===== src/rtl/core/prf_pkg.sv =====
// ----------------------------------------------------------------------------
// prf_pkg
// Shared types, codes and constants of the port rule packet filter.
// ----------------------------------------------------------------------------
package prf_pkg;

    // Default size of the rule table and the reset value of the proxy address.
    localparam int unsigned RULE_SLOTS_DEF = 16;
    localparam logic [31:0] PROXY_RESET    = 32'h8301_0101;  // 131.1.1.1

    localparam logic [7:0] PROTO_TCP = 8'd6;

    // Operation codes of an input word.
    localparam logic [1:0] OP_ADD      = 2'd0;
    localparam logic [1:0] OP_DELETE   = 2'd1;
    localparam logic [1:0] OP_CLASSIFY = 2'd2;
    localparam logic [1:0] OP_NONE     = 2'd3;

    // Rule kinds and hook directions.
    localparam logic [2:0] KIND_INBOUND  = 3'd0;
    localparam logic [2:0] KIND_OUTBOUND = 3'd1;
    localparam logic [2:0] KIND_FORWARD  = 3'd2;
    localparam logic [2:0] KIND_PROXY    = 3'd3;

    // Result status codes.
    localparam logic [2:0] ST_ACCEPT  = 3'd0;
    localparam logic [2:0] ST_DROP    = 3'd1;
    localparam logic [2:0] ST_PROXIED = 3'd2;
    localparam logic [2:0] ST_ADDED   = 3'd3;
    localparam logic [2:0] ST_DELETED = 3'd4;
    localparam logic [2:0] ST_BADKIND = 3'd5;
    localparam logic [2:0] ST_FULL    = 3'd6;

    typedef enum logic [2:0] {
        S_IDLE,
        S_SCAN,
        S_DRAIN,
        S_FINISH,
        S_OUTPUT
    } t_state;

    // Commands from the controller to the datapath.
    typedef struct packed {
        logic load;    // capture the accepted word and restart the scan
        logic issue;   // read the next rule slot
        logic finish;  // commit an add to the table and form the result
    } t_cmd;

    // Status from the datapath to the controller.
    typedef struct packed {
        logic skip;        // the word on the input needs no table scan
        logic last_issue;  // the slot being read is the last one
    } t_sts;

    // One entry of the rule table.
    typedef struct packed {
        logic [1:0]  kind;
        logic [15:0] port;
        logic [15:0] id;
    } t_rule;

endpackage


===== src/rtl/core/prf_ctrl.sv =====
// ----------------------------------------------------------------------------
// prf_ctrl
// Sequencer of the packet filter: accepts a word, runs the table scan if it
// needs one, commits the result and holds it until the sink takes it.
// ----------------------------------------------------------------------------
module prf_ctrl
    import prf_pkg::*;
(
    input  logic i_clk,
    input  logic i_rst_n,
    input  logic i_s_tvalid,
    output logic o_s_tready,
    output logic o_m_tvalid,
    input  logic i_m_tready,
    input  t_sts i_sts,
    output t_cmd o_cmd
);

    t_state r_state;
    t_state n_state;

    always_ff @(posedge i_clk) begin
        if (!i_rst_n) begin
            r_state <= S_IDLE;
        end else begin
            r_state <= n_state;
        end
    end

    always_comb begin
        n_state = r_state;
        case (r_state)
            S_IDLE: begin
                if (i_s_tvalid) begin
                    n_state = i_sts.skip ? S_FINISH : S_SCAN;
                end
            end
            S_SCAN: begin
                if (i_sts.last_issue) begin
                    n_state = S_DRAIN;
                end
            end
            S_DRAIN:  n_state = S_FINISH;
            S_FINISH: n_state = S_OUTPUT;
            S_OUTPUT: begin
                if (i_m_tready) begin
                    n_state = S_IDLE;
                end
            end
            default:  n_state = S_IDLE;
        endcase
    end

    always_comb begin
        o_s_tready   = 1'b0;
        o_m_tvalid   = 1'b0;
        o_cmd        = '0;
        case (r_state)
            S_IDLE: begin
                o_s_tready = 1'b1;
                o_cmd.load = i_s_tvalid;
            end
            S_SCAN:   o_cmd.issue  = 1'b1;
            S_DRAIN:  o_cmd        = '0;
            S_FINISH: o_cmd.finish = 1'b1;
            S_OUTPUT: o_m_tvalid   = 1'b1;
            default:  o_cmd        = '0;
        endcase
    end

endmodule


===== src/rtl/core/prf_dp.sv =====
// ----------------------------------------------------------------------------
// prf_dp
// Datapath of the packet filter: rule table, slot scan with one compare
// stage, checksum update and the result register.
// ----------------------------------------------------------------------------
module prf_dp
    import prf_pkg::*;
#(
    parameter int unsigned RULE_SLOTS = RULE_SLOTS_DEF
) (
    input  logic        i_clk,
    input  logic        i_rst_n,
    input  t_cmd        i_cmd,
    output t_sts        o_sts,
    input  logic        i_cfg_wr_en,
    input  logic [31:0] i_cfg_wr_data,
    input  logic [1:0]  i_op,
    input  logic [2:0]  i_kind,
    input  logic [15:0] i_rule_port,
    input  logic [15:0] i_rule_id,
    input  logic [7:0]  i_protocol,
    input  logic [15:0] i_src_port,
    input  logic [15:0] i_dst_port,
    input  logic [31:0] i_dst_addr,
    input  logic [15:0] i_hdr_checksum,
    output logic [2:0]  o_status,
    output logic [15:0] o_assigned_id,
    output logic [31:0] o_out_dst_addr,
    output logic [15:0] o_out_dst_port,
    output logic [15:0] o_out_checksum
);

    localparam int unsigned IW = (RULE_SLOTS > 1) ? $clog2(RULE_SLOTS) : 1;
    localparam int unsigned CW = $clog2(RULE_SLOTS + 1);

    // Captured word.
    logic [1:0]  r_op;
    logic [2:0]  r_kind;
    logic [15:0] r_rule_port;
    logic [15:0] r_rule_id;
    logic [7:0]  r_protocol;
    logic [15:0] r_src_port;
    logic [15:0] r_dst_port;
    logic [31:0] r_dst_addr;
    logic [15:0] r_hdr_checksum;
    logic [18:0] r_csum_sum;

    logic [31:0] r_proxy_addr;
    logic [15:0] r_last_id;

    t_rule              r_table [0:RULE_SLOTS-1];
    logic [RULE_SLOTS-1:0] r_active;

    // Scan pipeline: read stage and compare stage.
    logic [CW-1:0] r_idx;
    t_rule         r_rd;
    logic [IW-1:0] r_cmp_idx;
    logic          r_cmp_vld;

    logic          r_drop_hit;
    logic          r_proxy_hit;
    logic          r_free_found;
    logic [IW-1:0] r_free_idx;

    logic [2:0]  r_status;
    logic [15:0] r_assigned_id;
    logic [31:0] r_out_addr;
    logic [15:0] r_out_port;
    logic [15:0] r_out_csum;

    logic          cmp_act;
    logic [15:0]   drop_target;
    logic          drop_match;
    logic          proxy_match;
    logic [15:0]   next_id;
    logic [16:0]   fold_a;
    logic [15:0]   fold_b;

    // Words that need no scan: a bad add kind, a non-TCP packet, the unused op.
    always_comb begin
        o_sts.skip = 1'b0;
        case (i_op)
            OP_ADD:      o_sts.skip = (i_kind > KIND_PROXY);
            OP_DELETE:   o_sts.skip = 1'b0;
            OP_CLASSIFY: o_sts.skip = (i_protocol != PROTO_TCP);
            default:     o_sts.skip = 1'b1;
        endcase
        o_sts.last_issue = (r_idx == CW'(RULE_SLOTS - 1));
    end

    assign cmp_act     = r_active[r_cmp_idx];
    assign drop_target = (r_kind == KIND_INBOUND) ? r_src_port : r_dst_port;
    assign drop_match  = cmp_act && (r_kind <= KIND_FORWARD)
                         && (r_rd.kind == r_kind[1:0]) && (r_rd.port == drop_target);
    assign proxy_match = cmp_act && (r_rd.kind == KIND_PROXY[1:0])
                         && (r_rd.port == r_src_port);
    assign next_id     = r_last_id + 16'd1;

    // End-around carry fold of the one's complement sum; two passes suffice.
    assign fold_a = {1'b0, r_csum_sum[15:0]} + {14'd0, r_csum_sum[18:16]};
    assign fold_b = fold_a[15:0] + {15'd0, fold_a[16]};

    always_ff @(posedge i_clk) begin
        if (!i_rst_n) begin
            r_proxy_addr <= PROXY_RESET;
        end else if (i_cfg_wr_en) begin
            r_proxy_addr <= i_cfg_wr_data;
        end
    end

    // Captured word and the checksum partial sum (RFC 1624 style update).
    always_ff @(posedge i_clk) begin
        if (i_cmd.load) begin
            r_op           <= i_op;
            r_kind         <= i_kind;
            r_rule_port    <= i_rule_port;
            r_rule_id      <= i_rule_id;
            r_protocol     <= i_protocol;
            r_src_port     <= i_src_port;
            r_dst_port     <= i_dst_port;
            r_dst_addr     <= i_dst_addr;
            r_hdr_checksum <= i_hdr_checksum;
            r_csum_sum     <= {3'd0, ~i_hdr_checksum} + {3'd0, ~i_dst_addr[31:16]}
                              + {3'd0, ~i_dst_addr[15:0]} + {3'd0, r_proxy_addr[31:16]}
                              + {3'd0, r_proxy_addr[15:0]};
        end
    end

    // Rule table memory: one read port for the scan, one write port for adds.
    always_ff @(posedge i_clk) begin
        if (i_cmd.issue) begin
            r_rd <= r_table[r_idx[IW-1:0]];
        end
        if (i_cmd.finish && (r_op == OP_ADD) && (r_kind <= KIND_PROXY) && r_free_found) begin
            r_table[r_free_idx] <= '{kind: r_kind[1:0], port: r_rule_port, id: next_id};
        end
    end

    always_ff @(posedge i_clk) begin
        r_cmp_idx <= r_idx[IW-1:0];
    end

    // Scan control, match flags, active marks and the id counter.
    always_ff @(posedge i_clk) begin
        if (!i_rst_n) begin
            r_idx        <= '0;
            r_cmp_vld    <= 1'b0;
            r_active     <= '0;
            r_last_id    <= '0;
            r_drop_hit   <= 1'b0;
            r_proxy_hit  <= 1'b0;
            r_free_found <= 1'b0;
            r_free_idx   <= '0;
        end else begin
            r_cmp_vld <= i_cmd.issue;
            if (i_cmd.load) begin
                r_idx        <= '0;
                r_drop_hit   <= 1'b0;
                r_proxy_hit  <= 1'b0;
                r_free_found <= 1'b0;
            end else if (i_cmd.issue) begin
                r_idx <= r_idx + CW'(1);
            end
            if (r_cmp_vld) begin
                if (drop_match) begin
                    r_drop_hit <= 1'b1;
                end
                if (proxy_match) begin
                    r_proxy_hit <= 1'b1;
                end
                if (!cmp_act && !r_free_found) begin
                    r_free_found <= 1'b1;
                    r_free_idx   <= r_cmp_idx;
                end
                if ((r_op == OP_DELETE) && cmp_act && (r_rd.id == r_rule_id)) begin
                    r_active[r_cmp_idx] <= 1'b0;
                end
            end
            if (i_cmd.finish && (r_op == OP_ADD) && (r_kind <= KIND_PROXY)
                && r_free_found) begin
                r_active[r_free_idx] <= 1'b1;
                r_last_id            <= next_id;
            end
        end
    end

    // Result register.
    always_ff @(posedge i_clk) begin
        if (i_cmd.finish) begin
            r_status      <= ST_ACCEPT;
            r_assigned_id <= '0;
            r_out_addr    <= '0;
            r_out_port    <= '0;
            r_out_csum    <= '0;
            case (r_op)
                OP_ADD: begin
                    if (r_kind > KIND_PROXY) begin
                        r_status <= ST_BADKIND;
                    end else if (!r_free_found) begin
                        r_status <= ST_FULL;
                    end else begin
                        r_status      <= ST_ADDED;
                        r_assigned_id <= next_id;
                    end
                end
                OP_DELETE: begin
                    r_status <= ST_DELETED;
                end
                OP_CLASSIFY: begin
                    r_out_addr <= r_dst_addr;
                    r_out_port <= r_dst_port;
                    r_out_csum <= r_hdr_checksum;
                    if (r_protocol == PROTO_TCP) begin
                        if (r_drop_hit) begin
                            r_status <= ST_DROP;
                        end else if (r_proxy_hit) begin
                            r_status   <= ST_PROXIED;
                            r_out_addr <= r_proxy_addr;
                            r_out_port <= r_src_port;
                            r_out_csum <= ~fold_b;
                        end
                    end
                end
                default: begin
                    r_status <= ST_ACCEPT;
                end
            endcase
        end
    end

    assign o_status       = r_status;
    assign o_assigned_id  = r_assigned_id;
    assign o_out_dst_addr = r_out_addr;
    assign o_out_dst_port = r_out_port;
    assign o_out_checksum = r_out_csum;

endmodule


===== src/rtl/core/port_rule_packet_filter_unit.sv =====
// ----------------------------------------------------------------------------
// port_rule_packet_filter_unit
// Port rule table with add, delete and TCP packet classification, including
// proxy redirection with an incremental header checksum update.
// ----------------------------------------------------------------------------
//
//  Channel      Direction  Handshake              Content
//  s (input)    in         i_s_tvalid/o_s_tready  command or packet word
//  m (result)   out        o_m_tvalid/i_m_tready  one result word per input word
//  cfg          in         i_cfg_wr_en            proxy address, write only
//
// One word is processed at a time. A delete, a valid add and a TCP classify
// scan the rule table one slot per cycle through its single read port,
// then pass a drain state and a finish state that loads the result
// register. A bad add kind, a non-TCP packet and the unused op skip the
// scan and go straight to the finish state. The result is held until the
// sink takes it, and the next word is accepted in the cycle after that.
// Reset is synchronous and active low; it clears all active marks and the
// id counter and reloads the proxy address, so the table needs no
// clearing pass.
module port_rule_packet_filter_unit
    import prf_pkg::*;
#(
    parameter int unsigned RULE_SLOTS = RULE_SLOTS_DEF
) (
    input  logic         i_clk,
    input  logic         i_rst_n,
    input  logic         i_s_tvalid,
    output logic         o_s_tready,
    // From bit 0: op[2], kind[3], rule_port[16], rule_id[16], protocol[8],
    // src_port[16], dst_port[16], dst_addr[32], hdr_checksum[16], zero fill.
    input  logic [127:0] i_s_tdata,
    output logic         o_m_tvalid,
    input  logic         i_m_tready,
    // From bit 0: status[3], assigned_id[16], out_dst_addr[32],
    // out_dst_port[16], out_checksum[16], zero fill.
    output logic [87:0]  o_m_tdata,
    input  logic         i_cfg_wr_en,
    input  logic [31:0]  i_cfg_wr_data
);

    t_cmd cmd;
    t_sts sts;

    logic [2:0]  status;
    logic [15:0] assigned_id;
    logic [31:0] out_dst_addr;
    logic [15:0] out_dst_port;
    logic [15:0] out_checksum;

    prf_ctrl u_ctrl (
        .i_clk      (i_clk),
        .i_rst_n    (i_rst_n),
        .i_s_tvalid (i_s_tvalid),
        .o_s_tready (o_s_tready),
        .o_m_tvalid (o_m_tvalid),
        .i_m_tready (i_m_tready),
        .i_sts      (sts),
        .o_cmd      (cmd)
    );

    // The input word is unpacked here; the datapath only sees named fields.
    prf_dp #(
        .RULE_SLOTS (RULE_SLOTS)
    ) u_dp (
        .i_clk          (i_clk),
        .i_rst_n        (i_rst_n),
        .i_cmd          (cmd),
        .o_sts          (sts),
        .i_cfg_wr_en    (i_cfg_wr_en),
        .i_cfg_wr_data  (i_cfg_wr_data),
        .i_op           (i_s_tdata[1:0]),
        .i_kind         (i_s_tdata[4:2]),
        .i_rule_port    (i_s_tdata[20:5]),
        .i_rule_id      (i_s_tdata[36:21]),
        .i_protocol     (i_s_tdata[44:37]),
        .i_src_port     (i_s_tdata[60:45]),
        .i_dst_port     (i_s_tdata[76:61]),
        .i_dst_addr     (i_s_tdata[108:77]),
        .i_hdr_checksum (i_s_tdata[124:109]),
        .o_status       (status),
        .o_assigned_id  (assigned_id),
        .o_out_dst_addr (out_dst_addr),
        .o_out_dst_port (out_dst_port),
        .o_out_checksum (out_checksum)
    );

    assign o_m_tdata = {5'd0, out_checksum, out_dst_port, out_dst_addr, assigned_id, status};

endmodule

===== config.mk =====
export PLATFORM = sky130hd
export DESIGN_NAME = port_rule_packet_filter_unit
export DESIGN_NICKNAME = d
export VERILOG_FILES = /design/src/rtl/core/prf_pkg.sv /design/src/rtl/core/prf_ctrl.sv /design/src/rtl/core/prf_dp.sv /design/src/rtl/core/port_rule_packet_filter_unit.sv
export SDC_FILE = /design/constraint.sdc
export NUM_CORES = 1
export LEC_CHECK = 0
export BUFFER_PORTS_ARGS = -buffer_cell sky130_fd_sc_hd__buf_2
export CORE_MARGIN = 1.5
export CORE_UTILIZATION = 60
export CTS_BUF_LIST = sky130_fd_sc_hd__clkbuf_4 sky130_fd_sc_hd__clkbuf_8
export DETAILED_ROUTE_END_ITERATION = 16
export GPL_TIMING_DRIVEN = 0
export HOLD_SLACK_MARGIN = 0.03
export PLACE_DENSITY = 0.86
export SYNTH_ARGS = -nofsm -noshare
export SYNTH_HDL_FRONTEND = slang
export SYNTH_HIERARCHICAL = 1
export SYNTH_SLANG_ARGS = --single-unit
export TNS_END_PERCENT = 5

===== constraint.sdc =====
create_clock -name i_clk -period 6.6 [get_ports i_clk]
set_input_delay 1.32 -clock i_clk [delete_from_list [all_inputs] [get_ports i_clk]]
set_output_delay 1.32 -clock i_clk [all_outputs]
set_load 0.01 [all_outputs]

==> flow_summary.json, run 1 <==
{
  "die_width_um": 250,
  "rsz0062_at_grt": "false",
  "finClkSkew_ns": 0.0434,
  "violations": "max-capacitance violations",
  "cts.sinks": 889,
  "finalHoldViolations": 0,
  "netSwitchingFraction_pct": 25.7,
  "min_period_ns": 4.70,
  "p_switching_mw": 3.37,
  "synthArstFlopShare_pct": 0,
  "required_ns": 7.13,
  "fin_nets": 2775,
  "peakVddDrop_v": 0.000192,
  "pwr-share-seq_pct": 50.6,
  "fp.coreArea_mm2": 0.0604,
  "dp_hpwl_um": 63500,
  "yosysWarnings": 6,
  "grt_pass1_vias": 22400,
  "wl_per_cell_um": 27.8,
  "drtAntennaViolNets": 0,
  "drv_cap": 1,
  "area_growth_pct": 16.0,
  "cts_tree": "done",
  "yosysSeqAreaShare_pct": 70.5,
  "htreeDepth": 4,
  "wl_um": 95200,
  "placed_cells": 3171,
  "clkPwrFrac_pct": 36.2,
  "worstSkewPairLatency_ns": 0.81,
  "status": "finished, violations left",
  "crit_type": "in -> reg",
  "power.internal_mw": 9.73,
  "clkTransAtPathRegs_ns": 0.07,
  "grt_pass1_wl_um": 140000,
  "place_area_mm2": 0.0396,
  "powerDensity_mw_per_mm2": 308,
  "drtPass1Iterations": 6,
  "clk_path_buf_depth": 3,
  "cp-end-kind": "register",
  "drc": 0,
  "grt_max_degree": 86,
  "viasPerCell": 6.35,
  "grt_usage_pct": 31.0,
  "leakage_nw": 14.7,
  "hold_ws_ns": 0.363,
  "cp.arrival_ns": 5.23,
  "setup_viol": 0,
  "max_freq_ghz": 0.213,
  "cts-root-buf": "clkbuf_8",
  "synth-edff-count": 805,
  "synth.distinct_cells": 66,
  "start_util_pct": 60.8,
  "cp-start-kind": "primary input",
  "io_pins": 255,
  "gp_congestion": 0.918,
  "fin_crit_sh_pct": 71.3,
  "synthCells": 2102,
  "worst_pin_slew_ns": 1.49,
  "combPwrFrac_pct": 13.2,
  "ctsResizeCount": 0,
  "post_cts_buffers": 0,
  "overflow": 0,
  "synthesis.area_mm2": 0.0367,
  "synth_area_per_cell_um2": 17.5,
  "io_buffer_count": 245,
  "slew_headroom_pct": 0.116,
  "synthFlopType": "edfxtp_1",
  "die-area_mm2": 0.0626,
  "final_cell_area_mm2": 0.0425,
  "vias": 21800,
  "path_max_fanout": 5,
  "drive_above_1_share_pct": 28.4,
  "fin_util_pct": 70.5,
  "die_h_um": 250,
  "cts_buffers": 143,
  "synth-seq-cells": 889,
  "hold_path_class": "reg -> reg",
  "cts_hold_buf": 0,
  "fin_cells": 3426,
  "antenna_found_initial": 5,
  "core.rowCount": 90,
  "drt-initial-drc-count": 2517,
  "drv_slew": 0
}
[routing by layer]
metal  share of wire, %  wire, µm  up-vias  GRT usage (%)
met2                 50     48000     1570           51.7
met3                9.8      9330      298           7.37
li1                   -         -     8933              -
met1                 35     33400    10900           38.1
met4                4.7      4470        4           15.6
met5              0.022        21        -              0
[synth_stat cells, drive strengths merged (35+ instances only)]
master  count  area share [%]
clkbuf     58            0.59
o21a       39            0.80
nor2b      38            0.65
mux2i      50             1.4
inv       107             1.1
nor2       60            0.61
mux4      175              11
edfxtp    805              66
buf        35            0.53
xnor2      75             1.8
nand2     148             1.5
a21oi      76             1.0
dfxtp      84             4.6
fa         48             2.6
[power groups by stage]
stage          clock network, mW  logic, mW  registers [mW]
2_1_floorplan                  0       1.19            6.67
3_3_place_gp                   0       1.61            6.75
3_5_place_dp                   0       1.69            6.73
4_1_cts                     4.80       1.72            6.61
5_1_grt                     5.04       1.89            6.64
6_report                    4.74       1.73            6.62
[layout make-up]
type	instances	area, µm²
Sequential cell	889	25900
Fill cell	3473	17800
Multi-Input combinational cell	1017	10200
Clock buffer	198	2420
Timing Repair Buffer	284	1850
Tap cell	782	978
Clock inverter	52	415
Buffer	93	412
Inverter	107	402
Antenna cell	4	10.0
[logic make-up (layout without fill, tap and decap cells)]
logic type                 Yosys count  in the layout  share of synthesized area [%]
AOI/OAI and AO/OA                  192            192                           3.28
muxes                              226            226                           12.2
xor gates and xnor gates           109            109                           2.60
adders and majority gates           75             75                           3.54
other                                1              9                         0.0102
buffers and inverters              200            734                           2.22
DFF                                889            889                           70.5
and+or+nand+nor                    410            410                           5.69
[worst paths after layout]
path,from,endpoint,slack [ns],cells past startpoint
worst min register to register,u_dp/r_idx[2]$_SDFFE_PP0P_,u_dp/r_cmp_idx[2]$_DFF_P_,0.36,0
worst max register to register,u_dp/r_csum_sum[16]$_DFFE_PP_,u_dp/o_out_checksum[14]$_SDFFCE_PP0P_,2.13,14
worst max-delay path,i_s_tdata[116],u_dp/r_csum_sum[18]$_DFFE_PP_,1.90,14
worst min-delay path,u_dp/r_idx[2]$_SDFFE_PP0P_,u_dp/r_cmp_idx[2]$_DFF_P_,0.36,0
[cell usage in the layout (no fill, tap or decap), types with 50 or more instances in the layout]
master      n
clkbuf_8  151
mux2i_1    50
a21oi_1    76
xnor2_1    70
clkbuf_1   58
edfxtp_1  805
inv_1     107
buf_2     262
nand2_1   148
mux4_2    173
dfxtp_1    84
[worst max-delay path: stages]
cell       delay, ns
buf_2           0.12
inv_1           0.07
fa_1            0.58
inv_1           0.08
fa_1            0.50
inv_1           0.05
fa_1            0.47
ha_1            0.38
a2111oi_0       0.44
o21ai_0         0.22
nand4_1         0.29
a311oi_1        0.24
o22ai_1         0.30
o21ai_0         0.17
[flip-flops by register name, summed over array words and instances, names as in the netlist, 19 cells and up]
signal,cells
u_dp/o_out_dst_addr,32
u_dp/r_dst_addr,32
u_dp/r_csum_sum,19
u_dp/r_proxy_addr,32
u_dp/r_table,544
u_dp/r_rd,34
[metrics by stage]
step	total power, mW	setup WS [ns]	TNS [ns]
5_1_grt	13.6	1.75	0
2_1_floorplan	7.86	1.33	0
3_3_place_gp	8.36	-1.25	-234.73
3_5_place_dp	8.42	1.24	0
4_1_cts	13.1	2.06	0
6_report	13.1	1.90	0
Power figures use the tool's default switching activity.
==> run 2, diff against run 1 <==
==> constraint.sdc (replaced) <==
create_clock -name i_clk -period 4.4 [get_ports i_clk]
set_input_delay 0.88 -clock i_clk [delete_from_list [all_inputs] [get_ports i_clk]]
set_output_delay 0.88 -clock i_clk [all_outputs]
set_load 0.01 [all_outputs]
==> flow_summary.json, run 2 (same netlist as run 1, synthesis figures left out) <==
{
  "critPathBufInv": 1,
  "slew_headroom_pct": 6.76,
  "crit_type": "reg -> reg",
  "wl_per_cell_um": 27.6,
  "final_cell_area_mm2": 0.0424,
  "reg.largest.list": "u_dp/r_table: 544 flops, u_dp/r_rd: 34 flops",
  "path_max_fanout": 6,
  "setup_ws_ns": 0.178,
  "drv_cap": 0,
  "min_period_ns": 4.22,
  "required_ns": 4.95,
  "top_register": "u_dp/r_table",
  "cts_tree": "done",
  "fin_nets": 2772,
  "min_to": "u_dp/r_rule_port[12]$_DFFE_PP_",
  "powerDensity_mw_per_mm2": 455,
  "r2r_slack_ns": 0.18,
  "crit_slowest_cell": "fa_1",
  "area_growth_pct": 15.7,
  "grt_pass1_vias": 22200,
  "grt_usage_pct": 30.6,
  "setup_viol": 0,
  "max_freq_ghz": 0.237,
  "drive_above_1_share_pct": 28.4,
  "viasPerCell": 6.28,
  "leakage_nw": 14.6,
  "power_mw": 19.3,
  "setup_tns_ns": 0,
  "crit_chain": "ha_1 -> inv_1 -> fa_1 -> nor2b_1 -> o21ai_1 -> nor3_2 -> and4_1 -> ha_1 -> and3_1 -> nand3_1 -> nor3b_2 -> nand2_1 -> xnor2_1 -> a211oi_1",
  "drv_slew": 0,
  "hold_path_class": "in -> reg",
  "rsz0062_at_grt": "false",
  "htreeDepth": 4,
  "cts_hold_buf": 0,
  "core.rowCount": 90,
  "layout_common_cells": "edfxtp_1, buf_2, mux4_2",
  "nFillCells": 3578,
  "drtAntennaViolNets": 0,
  "timing.rr.end": "u_dp/o_out_checksum[11]$_SDFFCE_PP0P_",
  "drtPass1Iterations": 7,
  "clk_path_buf_depth": 3,
  "worstHoldStart": "i_s_tdata[17]",
  "start_util_pct": 60.8,
  "cp_top_family": "simple AND/OR/NAND/NOR gates",
  "place_area_mm2": 0.0396,
  "clkTransAtPathRegs_ns": 0.06,
  "die-area_mm2": 0.0626,
  "fp.coreArea_mm2": 0.0604,
  "whs_path_depth": 1,
  "grt_max_degree": 86,
  "fin_crit_sh_pct": 95.9,
  "largest_reg_flops": 544,
  "status": "finished clean",
  "final_common_cell": "edfxtp_1",
  "cts-root-buf": "clkbuf_8",
  "worst_pin_slew_ns": 1.39,
  "worstSkewPairLatency_ns": 0.80,
  "wl_um": 94800,
  "finClkSkew_ns": 0.0290,
  "cp-start-kind": "register",
  "antenna_found_initial": 6,
  "max_stage_delay_ns": 0.49,
  "regToRegStartpoint": "u_dp/r_csum_sum[16]$_DFFE_PP_",
  "cts_buffers": 143,
  "vias": 21500,
  "dp_hpwl_um": 64100,
  "die_h_um": 250,
  "reg2reg_depth": 14,
  "die_width_um": 250,
  "cp.arrival_ns": 4.78,
  "post_cts_buffers": 0,
  "drc": 0,
  "finalHoldViolations": 0,
  "peakVddDrop_v": 0.000322,
  "io_buffer_count": 245,
  "critPathMostFrequentCell": "ha_1",
  "cp-end-kind": "register",
  "io_pins": 255,
  "grt_pass1_wl_um": 138000,
  "placed_cells": 3169,
  "gp_congestion": 0.901,
  "overflow": 0,
  "fin_cells": 3430,
  "cts.sinks": 889,
  "preCtsSetupSlack_ns": -0.536,
  "drt-initial-drc-count": 2516
}
[run 2: layout make-up]
type | count | area, µm² | share of cell area [%]
Multi-Input combinational cell | 1017 | 10200 | 24.1
Timing Repair Buffer | 281 | 1800 | 4.24
Buffer | 93 | 412 | 0.970
Sequential cell | 889 | 25900 | 60.9
Clock inverter | 52 | 274 | 0.646
Clock buffer | 202 | 2460 | 5.80
Inverter | 107 | 402 | 0.947
Tap cell | 782 | 978 | 2.31
Antenna cell | 7 | 17.5 | 0.0413
[run 2: repair_timing]
item | in CTS | in global routing
gates resized for setup | 2 | 3
pin swaps | 0 | 0
endpoints found under the setup margin | 4 | 9
[run 2: power by group]
part	internal, mW	total (mW)	switching [mW]
registers	9.64	9.94	0.300
logic	1.08	2.59	1.51
clock network	3.61	6.80	3.18
total	14.3	19.3	4.99
[run 2: worst max-delay path by stage]
stage	from	end	slack (ns)	depth (start not counted)
3_3_place_gp	u_ctrl/r_state[0]$_SDFFE_PN0P_	u_dp/r_table[8][22]$_DFFE_PP_	-3.74	7
2_1_floorplan	u_ctrl/r_state[0]$_SDFFE_PN0P_	u_dp/r_table[0][0]$_DFFE_PP_	-0.26	7
6_report	u_dp/r_csum_sum[16]$_DFFE_PP_	u_dp/o_out_checksum[11]$_SDFFCE_PP0P_	0.18	14
5_1_grt	u_dp/r_proxy_addr[4]$_SDFFE_PN0P_	u_dp/r_csum_sum[18]$_DFFE_PP_	0.01	12
3_5_place_dp	i_s_tdata[110]	u_dp/r_csum_sum[17]$_DFFE_PP_	-0.54	15
4_1_cts	u_dp/r_csum_sum[16]$_DFFE_PP_	u_dp/o_out_checksum[11]$_SDFFCE_PP0P_	0.07	14
[run 2: through the flow]
step	hold WS, ns	utilization [%]
CTS	0.201	70.1
finish	0.254	70.3
global route	0.216	70.3
floorplan	0.329	-
global placement	0.334	64.5
detailed placement	0.345	65.6
[run 2: per-layer routing]
| metal | global-route usage, % | share of wire [%] | routed length (µm) | vias up |
|---|---|---|---|---|
| met4 | 15.1 | 4.5 | 4290 | 0 |
| met5 | 0 | 0 | 0 | - |
| met1 | 38.7 | 35 | 33600 | 10900 |
| met3 | 6.62 | 9.9 | 9350 | 270 |
| li1 | - | - | - | 8934 |
| met2 | 50.8 | 50 | 47600 | 1466 |
